## config.mk

```make
export PLATFORM = sky130hd
export DESIGN_NAME = note_phrase_segmenter
export DESIGN_NICKNAME = d
export VERILOG_FILES = /design/src/design/nps_pkg.sv /design/src/design/nps_ctrl.sv /design/src/design/nps_dpath.sv /design/src/design/note_phrase_segmenter.sv
export SDC_FILE = /design/constraint.sdc
export NUM_CORES = 1
export LEC_CHECK = 0
export BUFFER_PORTS_ARGS = -buffer_cell sky130_fd_sc_hd__buf_4
export CORE_ASPECT_RATIO = 1.1
export CORE_MARGIN = 5
export CORE_UTILIZATION = 47
export CTS_CLUSTER_DIAMETER = 200
export DETAILED_ROUTE_END_ITERATION = 8
export HOLD_SLACK_MARGIN = 0.15
export PLACE_DENSITY = 0.67
export SLEW_MARGIN = 40
export SYNTH_ARGS = -nofsm -noshare
export SYNTH_HDL_FRONTEND = slang
export SYNTH_SLANG_ARGS = --single-unit
```

## constraint.sdc

```tcl
create_clock -name clk_i -period 6.7 [get_ports clk_i]
set_input_delay 1.34 -clock clk_i [delete_from_list [all_inputs] [get_ports clk_i]]
set_output_delay 1.34 -clock clk_i [all_outputs]
set_load 0.01 [all_outputs]
```

## src/design/nps_pkg.sv

```systemverilog
// Package for the note phrase segmenter: constants, configuration register
// indexes and the command and status structs between controller and datapath.
// No dependencies.
package nps_pkg;

  localparam int unsigned TicksPerBar = 1920;
  localparam logic [15:0] GapThrReset = 16'(TicksPerBar / 2);
  localparam logic [15:0] MinLenReset = 16'(TicksPerBar);

  localparam int unsigned QuoW  = 16;
  localparam int unsigned CntW  = $clog2(QuoW + 1);
  localparam int unsigned CfgIdxW = 1;
  localparam int unsigned CfgDataW = 16;

  typedef enum logic [CfgIdxW-1:0] {
    CFG_GAP_THR = 1'b0,
    CFG_MIN_LEN = 1'b1
  } cfg_idx_e;

  typedef struct packed {
    logic accept;     // take the input item into the input registers
    logic apply;      // fold the held item into the phrase state
    logic div_start;  // start the density division on the open phrase
    logic load_out;   // move the finished phrase into the output register
    logic out_last;   // last_in_run for the phrase being loaded
    logic clear;      // close the phrase after the final note
  } cmd_t;

  typedef struct packed {
    logic split;      // the held note starts a new phrase
    logic cur_ok;     // the open phrase is long enough to report
    logic new_ok;     // a phrase of the held note alone is long enough
    logic fin;        // the held note is the final one
    logic div_done;   // the division has finished
    logic out_free;   // the output register can take a phrase this cycle
  } sts_t;

endpackage

```

## src/design/nps_ctrl.sv

```systemverilog
// Controller state machine of the note phrase segmenter.
// Sequences each note through evaluation, division and output. Uses nps_pkg.
module nps_ctrl (
  input  logic          clk_i,
  input  logic          rst_ni,
  input  logic          in_valid_i,
  output logic          in_stall_o,
  input  nps_pkg::sts_t sts_i,
  output nps_pkg::cmd_t cmd_o
);
  import nps_pkg::*;

  typedef enum logic [3:0] {
    S_IDLE  = 4'b0001,
    S_EVAL  = 4'b0010,
    S_FINAL = 4'b0100,
    S_DIV   = 4'b1000
  } state_e;

  state_e state_q, state_d;
  logic   pend_fin_q, pend_fin_d;

  always_ff @(posedge clk_i or negedge rst_ni) begin
    if (!rst_ni) begin
      state_q    <= S_IDLE;
      pend_fin_q <= 1'b0;
    end else begin
      state_q    <= state_d;
      pend_fin_q <= pend_fin_d;
    end
  end

  always_comb begin
    state_d    = state_q;
    pend_fin_d = pend_fin_q;
    cmd_o      = '0;
    in_stall_o = 1'b1;
    unique case (state_q)
      S_IDLE: begin
        in_stall_o = 1'b0;
        if (in_valid_i) begin
          cmd_o.accept = 1'b1;
          state_d      = S_EVAL;
        end
      end
      S_EVAL: begin
        if (sts_i.split && sts_i.cur_ok) begin
          cmd_o.div_start = 1'b1;
          pend_fin_d      = 1'b0;
          state_d         = S_DIV;
        end else begin
          cmd_o.apply = 1'b1;
          state_d     = S_FINAL;
        end
      end
      S_FINAL: begin
        if (sts_i.fin && sts_i.cur_ok) begin
          cmd_o.div_start = 1'b1;
          pend_fin_d      = 1'b1;
          state_d         = S_DIV;
        end else begin
          cmd_o.clear = sts_i.fin;
          state_d     = S_IDLE;
        end
      end
      S_DIV: begin
        if (sts_i.div_done && sts_i.out_free) begin
          cmd_o.load_out = 1'b1;
          cmd_o.out_last = pend_fin_q || !(sts_i.fin && sts_i.new_ok);
          if (pend_fin_q) begin
            cmd_o.clear = 1'b1;
            state_d     = S_IDLE;
          end else begin
            cmd_o.apply = 1'b1;
            state_d     = S_FINAL;
          end
        end
      end
      default: begin
        state_d = S_IDLE;
      end
    endcase
  end

endmodule

```

## src/design/nps_dpath.sv

```systemverilog
// Datapath of the note phrase segmenter: configuration registers, phrase
// state, a bit-serial density divider and the output register. Uses nps_pkg.
module nps_dpath (
  input  logic                             clk_i,
  input  logic                             rst_ni,
  input  logic                             cfg_we_i,
  input  logic [nps_pkg::CfgIdxW-1:0]      cfg_idx_i,
  input  logic [nps_pkg::CfgDataW-1:0]     cfg_data_i,
  input  logic [31:0]                      start_tick_i,
  input  logic [23:0]                      note_length_i,
  input  logic [6:0]                       pitch_i,
  input  logic                             is_final_i,
  input  logic                             out_stall_i,
  output logic                             out_valid_o,
  output logic [31:0]                      seg_start_o,
  output logic [31:0]                      seg_end_o,
  output logic [15:0]                      density_q8_8_o,
  output logic [6:0]                       pitch_lo_o,
  output logic [6:0]                       pitch_hi_o,
  output logic                             last_in_run_o,
  input  nps_pkg::cmd_t                    cmd_i,
  output nps_pkg::sts_t                    sts_o
);
  import nps_pkg::*;

  logic [15:0] gap_thr_q, min_len_q;

  logic        open_q;
  logic [31:0] open_start_q, open_end_q, sum_q;
  logic [6:0]  open_low_q, open_high_q;

  logic [31:0] st_q, en_q;
  logic [23:0] nl_q;
  logic [6:0]  pitch_q;
  logic        fin_q;

  logic [CntW-1:0] cnt_q;
  logic [31:0]     dsor_q, rem_q;
  logic [15:0]     low_q, quo_q;
  logic            sat_q, zlen_q;

  logic        out_valid_q;
  logic [31:0] o_start_q, o_end_q;
  logic [15:0] o_dens_q;
  logic [6:0]  o_low_q, o_high_q;
  logic        o_last_q;

  logic [32:0] en_sum;
  logic [31:0] en_sat;
  logic [32:0] dur_sum;
  logic [31:0] dur_sat;
  logic [31:0] gap, cur_len, new_len;
  logic        split;
  logic [32:0] trial;
  logic        trial_ge;
  logic [15:0] dens;

  assign en_sum  = {1'b0, start_tick_i} + {9'b0, note_length_i};
  assign en_sat  = en_sum[32] ? '1 : en_sum[31:0];
  assign dur_sum = {1'b0, sum_q} + {9'b0, nl_q};
  assign dur_sat = dur_sum[32] ? '1 : dur_sum[31:0];

  assign gap     = (st_q > open_end_q) ? (st_q - open_end_q) : '0;
  assign split   = open_q && (gap >= {16'b0, gap_thr_q});
  assign cur_len = open_end_q - open_start_q;
  assign new_len = en_q - st_q;

  assign trial    = {rem_q, low_q[15]};
  assign trial_ge = trial >= {1'b0, dsor_q};
  assign dens     = sat_q ? 16'hFFFF : (zlen_q ? 16'h0000 : quo_q);

  assign sts_o.split    = split;
  assign sts_o.cur_ok   = cur_len >= {16'b0, min_len_q};
  assign sts_o.new_ok   = new_len >= {16'b0, min_len_q};
  assign sts_o.fin      = fin_q;
  assign sts_o.div_done = (cnt_q == '0);
  assign sts_o.out_free = !out_valid_q || !out_stall_i;

  always_ff @(posedge clk_i or negedge rst_ni) begin
    if (!rst_ni) begin
      gap_thr_q    <= GapThrReset;
      min_len_q    <= MinLenReset;
      open_q       <= 1'b0;
      open_start_q <= '0;
      open_end_q   <= '0;
      open_low_q   <= '0;
      open_high_q  <= '0;
      sum_q        <= '0;
      cnt_q        <= '0;
      out_valid_q  <= 1'b0;
    end else begin
      if (cfg_we_i) begin
        unique case (cfg_idx_e'(cfg_idx_i))
          CFG_GAP_THR: gap_thr_q <= cfg_data_i;
          CFG_MIN_LEN: min_len_q <= cfg_data_i;
          default: ;
        endcase
      end
      if (cmd_i.apply) begin
        open_q <= 1'b1;
        if (!open_q || split) begin
          open_start_q <= st_q;
          open_end_q   <= en_q;
          open_low_q   <= pitch_q;
          open_high_q  <= pitch_q;
          sum_q        <= {8'b0, nl_q};
        end else begin
          if (en_q > open_end_q) open_end_q <= en_q;
          if (pitch_q < open_low_q) open_low_q <= pitch_q;
          if (pitch_q > open_high_q) open_high_q <= pitch_q;
          sum_q <= dur_sat;
        end
      end else if (cmd_i.clear) begin
        open_q       <= 1'b0;
        open_start_q <= '0;
        open_end_q   <= '0;
        open_low_q   <= '0;
        open_high_q  <= '0;
        sum_q        <= '0;
      end
      if (cmd_i.div_start) begin
        cnt_q <= CntW'(QuoW);
      end else if (cnt_q != '0) begin
        cnt_q <= cnt_q - CntW'(1);
      end
      if (cmd_i.load_out) begin
        out_valid_q <= 1'b1;
      end else if (!out_stall_i) begin
        out_valid_q <= 1'b0;
      end
    end
  end

  always_ff @(posedge clk_i) begin
    if (cmd_i.accept) begin
      st_q    <= start_tick_i;
      en_q    <= en_sat;
      nl_q    <= note_length_i;
      pitch_q <= pitch_i;
      fin_q   <= is_final_i;
    end
    if (cmd_i.div_start) begin
      dsor_q <= cur_len;
      rem_q  <= {8'b0, sum_q[31:8]};
      low_q  <= {sum_q[7:0], 8'h00};
      quo_q  <= '0;
      zlen_q <= (cur_len == '0);
      sat_q  <= (cur_len == '0) ? (sum_q != '0) : ({8'b0, sum_q} >= {cur_len, 8'h00});
    end else if (cnt_q != '0) begin
      rem_q <= trial_ge ? 32'(trial - {1'b0, dsor_q}) : trial[31:0];
      low_q <= {low_q[14:0], 1'b0};
      quo_q <= {quo_q[14:0], trial_ge};
    end
    if (cmd_i.load_out) begin
      o_start_q <= open_start_q;
      o_end_q   <= open_end_q;
      o_dens_q  <= dens;
      o_low_q   <= open_low_q;
      o_high_q  <= open_high_q;
      o_last_q  <= cmd_i.out_last;
    end
  end

  assign out_valid_o    = out_valid_q;
  assign seg_start_o    = o_start_q;
  assign seg_end_o      = o_end_q;
  assign density_q8_8_o = o_dens_q;
  assign pitch_lo_o     = o_low_q;
  assign pitch_hi_o     = o_high_q;
  assign last_in_run_o  = o_last_q;

endmodule

```

## src/design/note_phrase_segmenter.sv

```systemverilog
// Top level of the note phrase segmenter: joins nps_ctrl and nps_dpath.
// Depends on nps_pkg, nps_ctrl and nps_dpath.
// Flow: a phrase closed by the next note goes through S_EVAL, the 16-step divider in S_DIV
// and the output register; one closed by the final flag through S_EVAL, S_FINAL, the divider
// and the output register. The input stays stalled until S_IDLE; output stalls hold S_DIV.
// Reset is asynchronous, active low: no phrase open, registers at their defaults.
module note_phrase_segmenter (
  input  logic                         clk_i,
  input  logic                         rst_ni,
  input  logic                         cfg_we_i,
  input  logic [nps_pkg::CfgIdxW-1:0]  cfg_idx_i,
  input  logic [nps_pkg::CfgDataW-1:0] cfg_data_i,
  input  logic                         in_valid_i,
  output logic                         in_stall_o,
  input  logic [31:0]                  start_tick_i,
  input  logic [23:0]                  note_length_i,
  input  logic [6:0]                   pitch_i,
  input  logic                         is_final_i,
  output logic                         out_valid_o,
  input  logic                         out_stall_i,
  output logic [31:0]                  seg_start_o,
  output logic [31:0]                  seg_end_o,
  output logic [15:0]                  density_q8_8_o,
  output logic [6:0]                   pitch_lo_o,
  output logic [6:0]                   pitch_hi_o,
  output logic                         last_in_run_o
);
  import nps_pkg::*;

  cmd_t cmd;
  sts_t sts;

  nps_ctrl u_ctrl (
    .clk_i      (clk_i),
    .rst_ni     (rst_ni),
    .in_valid_i (in_valid_i),
    .in_stall_o (in_stall_o),
    .sts_i      (sts),
    .cmd_o      (cmd)
  );

  nps_dpath u_dpath (
    .clk_i          (clk_i),
    .rst_ni         (rst_ni),
    .cfg_we_i       (cfg_we_i),
    .cfg_idx_i      (cfg_idx_i),
    .cfg_data_i     (cfg_data_i),
    .start_tick_i   (start_tick_i),
    .note_length_i  (note_length_i),
    .pitch_i        (pitch_i),
    .is_final_i     (is_final_i),
    .out_stall_i    (out_stall_i),
    .out_valid_o    (out_valid_o),
    .seg_start_o    (seg_start_o),
    .seg_end_o      (seg_end_o),
    .density_q8_8_o (density_q8_8_o),
    .pitch_lo_o     (pitch_lo_o),
    .pitch_hi_o     (pitch_hi_o),
    .last_in_run_o  (last_in_run_o),
    .cmd_i          (cmd),
    .sts_o          (sts)
  );

endmodule

```

==> metrics.md, run 1 <==
| Metric | Value |
|---|---|
| WP data arrival | `6880 ps` |
| WP depth | `26` |
| CTS tree | `done` |
| Starting Density | `47.3%` |
| Crit-path max FO | `8` |
| Syn_nets | `3214` |
| Worst setup margin | `166 ps` |
| Clock Tree Buf Depth | `3` |
| Crit. End Element | `register` |
| Top cell type's share of synthesized area | `27.3%` |
| Slew of the pin with the lowest slew margin | `850 ps` |
| Pre-antenna DRT Iters | `5` |
| Status | `finished, final reports clean` |
| EDFF count, synth | `257` |
| Async S/R FF share, synth | `35.4%` |
| Cell family with most CP delay | `compound AO/OA/AOI/OAI gates` |
| Slew Viols, Final | `0` |
| Area Growth Syn to Fin | `16.2%` |
| Worst relative slew slack | `between 40 and 50%` |
| CP required | `7050 ps` |
| Fin. Hold Viols | `0` |
| Clk Latency, worst-skew pair | `610 ps` |
| Peak Freq | `around 150 MHz` |
| Period minus WS final | `6530 ps` |
| Nets@finish | `3467` |
| Ratio of cells with drive above 1 in the final layout | `15.3%` |
| Tot GR Track Use | `24.7%` |
| Clock skew | `around 27 ps` |
| Largest net degree at the start of global routing | `98` |
| Site row count | `94` |
| DRC errors left | `0` |
| R2r setup slk | `170 ps` |
| Root Driver | `clkbuf_16` |
| Cell taking the most area after synthesis | `edfxtp_1` |
| Startpoint class of the critical path | `register` |
| Filler cells | `5222` |
| Synth Register Bits | `435` |
| Vias in the first global route | `22800` |
| IO Pins | `183` |
| CP peak stage delay | `about 500 ps` |
| PortBufs | `182` |
| VDD IR max | `~0.24 mV` |
| First-pass GRT wire length | `~130000 um` |
| Slowest-stage cell, CP | `or4_4` |
| Clock transition at path regs | `60 ps` |
| Max-capacitance violation count | `0` |
| Sinks on Clock Net | `435` |
| Worst R2R Path Depth | `26` |
| Synth area leaders | `edfxtp_1, ha_1, dfrtp_1` |
| Cell variety after synth | `88` |
| Vias | `23000` |
| Die height | `approximately 270 um` |
| Antenna Cells | `0` |
| Die area | `65100 sq um` |
| Post-synthesis area per instance | `roughly 10 sq um` |
| Hold Slack | `461 ps` |
| Most frequent cell after synthesis | `ha_1` |
| Post-Route WL | `83500 um` |
| Initial drt markers | `1435` |
| Dpl ws | `-132 ps` |
| Commonest cells in the netlist | `ha_1, inv_1, edfxtp_1` |
| Routability cong. | `0.968` |
| Antenna violations before repair | `1` |
| Detail Route Antenna Nets | `0` |
| Most common flop cell mapped by yosys | `edfxtp_1` |
| CTS H-Tree Depth | `2` |
| Yosys warning count | `0` |
| Core area | `59600 sq um` |
| Hold path cells | `2` |
| CP bufs+invs | `4` |
| Seq/Total Area, Yosys | `42.7%` |
| Routed vias/inst | `5.92` |
| Syn Inst Count | `2830` |
| Total global routing overflow | `0` |
| DP HPWL | `~66000 um` |
| Post-route clock period utilization | `97.5%` |
| Final setup viols | `0` |
| Drt wl/cell | `21.5 um` |
| Leakage power | `roughly 15 nW` |
| Pwr dens | `~550 nW/um^2` |
| Crit path kind | `register to register` |
| CTS buffer count | `47` |
| Hold crit path type | `register to register` |
| Die Wd | `around 240 um` |
| Netlist Area Pre-Place | `28200 sq um` |
## what timing repair did
action	4_1_cts	5_1_grt
gates cloned	0	3
setup buffers	0	4
resized for setup	2	17
hold buffers	0	0
pin swaps	1	13
endpoints found under the setup margin	166	234
## worst min-delay path: cells and delay by family (launching register included)
| kind | cells | cell delay (ps) |
|---|---|---|
| AOI/OAI and AO/OA | 1 | 50 |
| and+or+nand+nor | 1 | 50 |
| DFF | 1 | 310 |
## worst paths after layout
| path | startpoint | endpoint |
|---|---|---|
| max | u_dpath.st_q[0] | u_dpath.rem_q[16] |
| min | u_dpath.rem_q[31] | u_dpath.rem_q[31] |
| max reg2reg | u_dpath.st_q[0] | u_dpath.rem_q[16] |
| min reg2reg | u_dpath.rem_q[31] | u_dpath.rem_q[31] |
| max in group asynchronous | rst_ni | u_dpath.open_low_q[0] |
| min in group asynchronous | rst_ni | u_dpath.gap_thr_q[0] |
## placed cells by master, fill, tap and decap left out, drive strengths merged, types with 54 or more instances in the layout
| cell type | n |
|---|---|
| ha | 292 |
| buf | 281 |
| inv | 266 |
| edfxtp | 257 |
| a21oi | 224 |
| nand2 | 218 |
| nor2 | 168 |
| o21ai | 154 |
| dfrtp | 145 |
| a21o | 94 |
| a22o | 82 |
| xnor2 | 73 |
| clkbuf | 65 |
| nand3 | 62 |
| xor2 | 56 |
| mux2 | 54 |
## power breakdown
part | leakage [nW] | internal, mW | switching [mW]
combinational | 9.21 | 4.50 | 6.38
clock | 0.759 | 1.51 | 1.13
sequential | 4.56 | 3.89 | 0.667
## layout make-up
type	instances	area (sq um)	share of cell area, %
timing repair buffer	283	2300	7.02
clock inverter	25	243	0.740
inverter	264	991	3.02
sequential	435	12100	36.8
clock buffer	63	1320	4.02
multi-input combinational	2052	14900	45.5
tap	768	961	2.93
## sequential cells by signal, summed over array words and instances (netlist names), 24 cells and up
name	flops
u_dpath.nl_q	24
u_dpath.seg_end_o	32
u_dpath.open_start_q	32
u_dpath.sum_q	32
u_dpath.seg_start_o	32
u_dpath.open_end_q	32
u_dpath.en_q	32
u_dpath.dsor_q	32
u_dpath.rem_q	32
u_dpath.st_q	32
## cell families (layout without fill, tap and decap cells)
family	after synthesis	after routing	synth area share (%)
buffers and inverters	343	635	4.82
AOI/OAI and AO/OA	819	819	19.6
adders and majority gates	298	298	13.4
and+or+nand+nor	728	728	12.5
xor gates and xnor gates	129	129	4.00
muxes	78	78	3.01
DFF	435	435	42.7
## per-layer routing
metal	global-route usage [%]	part of all wire [%]	vias up
met5	0	0	-
met4	10.7	4.8	0
met3	3.53	5.7	202
met2	42.4	49	748
met1	31.3	41	11200
li1	-	-	10900
## per-stage QoR
| step | utilization [%] | std cells | TNS (ps) | area, sq um | total power, mW |
|---|---|---|---|---|---|
| 4_1_cts | 54.7 | 3883 | 0 | 32600 | 17.9 |
| 5_1_grt | 55.0 | 3890 | -9450 | 32800 | 19.5 |
| 2_1_floorplan | - | 2830 | 0 | 28200 | 11.9 |
| 3_5_place_dp | 52.0 | 3795 | -7380 | 31000 | 15.1 |
| 6_report | 55.0 | 3890 | 0 | 32800 | 18.1 |
| 3_3_place_gp | 52.0 | 3795 | -236 | 31000 | 14.8 |
(Power assumes the default switching activity.)
==> inputs of run 2 (changes only) <==
--- a/config.mk
+++ b/config.mk
@@ -13,6 +13,7 @@
 export DETAILED_ROUTE_END_ITERATION = 8
 export HOLD_SLACK_MARGIN = 0.15
 export PLACE_DENSITY = 0.67
+export REMOVE_ABC_BUFFERS = 1
 export SLEW_MARGIN = 40
 export SYNTH_ARGS = -nofsm -noshare
 export SYNTH_HDL_FRONTEND = slang
==> metrics.md, run 2 (same netlist as run 1, synthesis figures left out) <==
| Metric | Value |
|---|---|
| VDD IR max | `0.295 mV` |
| Fin. Hold Viols | `0` |
| Total global routing overflow | `0` |
| Die area | `65100 sq um` |
| First-pass GRT wire length | `128000 um` |
| Core area | `59600 sq um` |
| Slew of the pin with the lowest slew margin | `810 ps` |
| Commonest non-fill, non-tap cell in the layout | `ha_1` |
| Ratio of cells with drive above 1 in the final layout | `16.2%` |
| WP data arrival | `6900 ps` |
| Highest routing layer actually used | `met4` |
| Met3 routed WL | `4900 um` |
| Met2 WL | `42000 um` |
| Area Growth Syn to Fin | `17.4%` |
| Nets@finish | `3482` |
| Vias in the first global route | `between 20000 and 25000` |
| CP bufs+invs | `4` |
| Period minus WS final | `about 6600 ps` |
| Max-capacitance violation count | `0` |
| Pwr dens | `around 550 nW/um^2` |
| CP peak stage delay | `620 ps` |
| Routability cong. | `between 0.9 and 1` |
| Dpl ws | `-129 ps` |
| CTS buffer count | `47` |
| Starting Density | `47.3%` |
| Post-Route WL | `85000 um` |
| Sinks on Clock Net | `435` |
| CTS H-Tree Depth | `2` |
| Hold Slack | `between 400 and 500 ps` |
| CP required | `7030 ps` |
| Slew Viols, Final | `0` |
| DP HPWL | `66200 um` |
| CTS tree | `done` |
| Vias | `between 20000 and 25000` |
| Tot GR Track Use | `24.9%` |
| Antenna violations before repair | `1` |
| Crit. End Element | `register` |
| IO Pins | `183` |
| Unrepaired setup endpoints after global routing | `true` |
| Cell family with most CP delay | `compound AO/OA/AOI/OAI gates` |
| Peak Freq | `around 150 MHz` |
| Clock skew | `33.6 ps` |
| Detail Route Antenna Nets | `0` |
| Clock transition at path regs | `60 ps` |
| Leakage power | `14.8 nW` |
| Startpoint class of the critical path | `register` |
| Initial drt markers | `approximately 1700` |
| PortBufs | `182` |
| Pre-antenna DRT Iters | `5` |
| Hold crit path type | `register to register` |
| Routed vias/inst | `approximately 5.9` |
| Slowest-stage cell, CP | `or4_4` |
| Drt wl/cell | `21.8 um` |
| Status | `finished, final reports clean` |
| Worst relative slew slack | `46.0%` |
| Final setup viols | `0` |
| Crit-path max FO | `6` |
| Clk Latency, worst-skew pair | `590 ps` |
| Post-route clock period utilization | `98.0%` |
| Clock Tree Buf Depth | `3` |
| Die height | `267 um` |
| Crit path kind | `register to register` |
| Worst setup margin | `~140 ps` |
| Metal-1 WL | `35100 um` |
| Site row count | `94` |
| Root Driver | `clkbuf_16` |
| Most frequent cells in the layout | `ha_1, buf_4, inv_1` |
| Die Wd | `~240 um` |
| DRC errors left | `0` |
| Power Total | `18.4 mW` |
| Largest net degree at the start of global routing | `between 90 and 100` |
| Antenna Cells | `0` |
[run 2: changes by cell type in the layout (fill, tap and decap cells not counted), sizes merged, moves of 2 or more]
cell,before,now
buf,281,292
clkinv,17,12
a22o,82,84
clkbuf,65,67
clkinvlp,3,5
[run 2: layer usage]
metal	GRT usage [%]	up-vias
met5	0	-
met4	7.72	0
met3	3.36	137
met2	43.9	697
met1	32.0	11300
li1	-	11000
[run 2: area by class of cell]
| class | instances | area, sq um |
|---|---|---|
| Clock buffer | 64 | 1340 |
| Clock inverter | 24 | 278 |
| Fill cell | 5142 | 26500 |
| Inverter | 264 | 993 |
| Multi-Input combinational cell | 2055 | 15100 |
| Sequential cell | 435 | 12100 |
| Tap cell | 768 | 961 |
| Timing Repair Buffer | 295 | 2410 |
[run 2: where the power goes]
| part | internal (mW) | switching [mW] |
|---|---|---|
| sequential | 3.89 | 0.662 |
| clock | 1.57 | 1.12 |
| combinational | 4.69 | 6.44 |
| total | 10.1 | 8.23 |
[run 2: final timing paths]
path,startpoint,end,slack (ps),cells past startpoint
min reg2reg,u_dpath.quo_q[1],u_dpath.quo_q[1],470,2
min,u_dpath.quo_q[1],u_dpath.quo_q[1],470,2
max,u_dpath.st_q[0],u_dpath.rem_q[16],140,26
min in group asynchronous,rst_ni,u_dpath.gap_thr_q[1],750,1
max in group asynchronous,rst_ni,u_dpath.open_low_q[2],4800,2
max reg2reg,u_dpath.st_q[0],u_dpath.rem_q[16],140,26
[run 2: metrics by stage]
stage | instance area, sq um | cells | util, % | setup TNS [ps]
CTS | 32700 | 3892 | 54.9 | 0
floorplan | 27900 | 2751 | - | -79430
global route | 33100 | 3905 | 55.6 | -4880
global placement | 31100 | 3802 | 52.1 | -391
finish | 33100 | 3905 | 55.6 | 0
detailed placement | 31100 | 3802 | 52.1 | -7680
[run 2: what timing repair did]
item                                    in CTS  in global routing
hold buffers                                 0                  0
buffers inserted                             1                  6
gates resized for setup                      2                 61
hold endpoints to repair                     0                  0
pin swaps                                    1                 22
gates cloned                                 1                  6
endpoints found under the setup margin     157                238
[run 2: worst reg2reg max path: stages, from the launching register on]
cell,delay [ps]
edfxtp_1,380
inv_1,70
ha_2,190
inv_2,50
fa_2,410
a211oi_4,310
o21ai_2,90
a211o_1,340
a41oi_2,220
a21oi_2,90
a311oi_2,370
a31o_2,260
nor2_2,70
ha_1,330
a211oi_2,170
o21ai_1,120
a2111oi_2,400
o21ai_2,140
a2111oi_2,260
nand4_1,150
or4_4,620
o31a_1,400
nand3_2,120
a21bo_4,180
buf_12,130
clkbuf_16,160
mux2_4,300
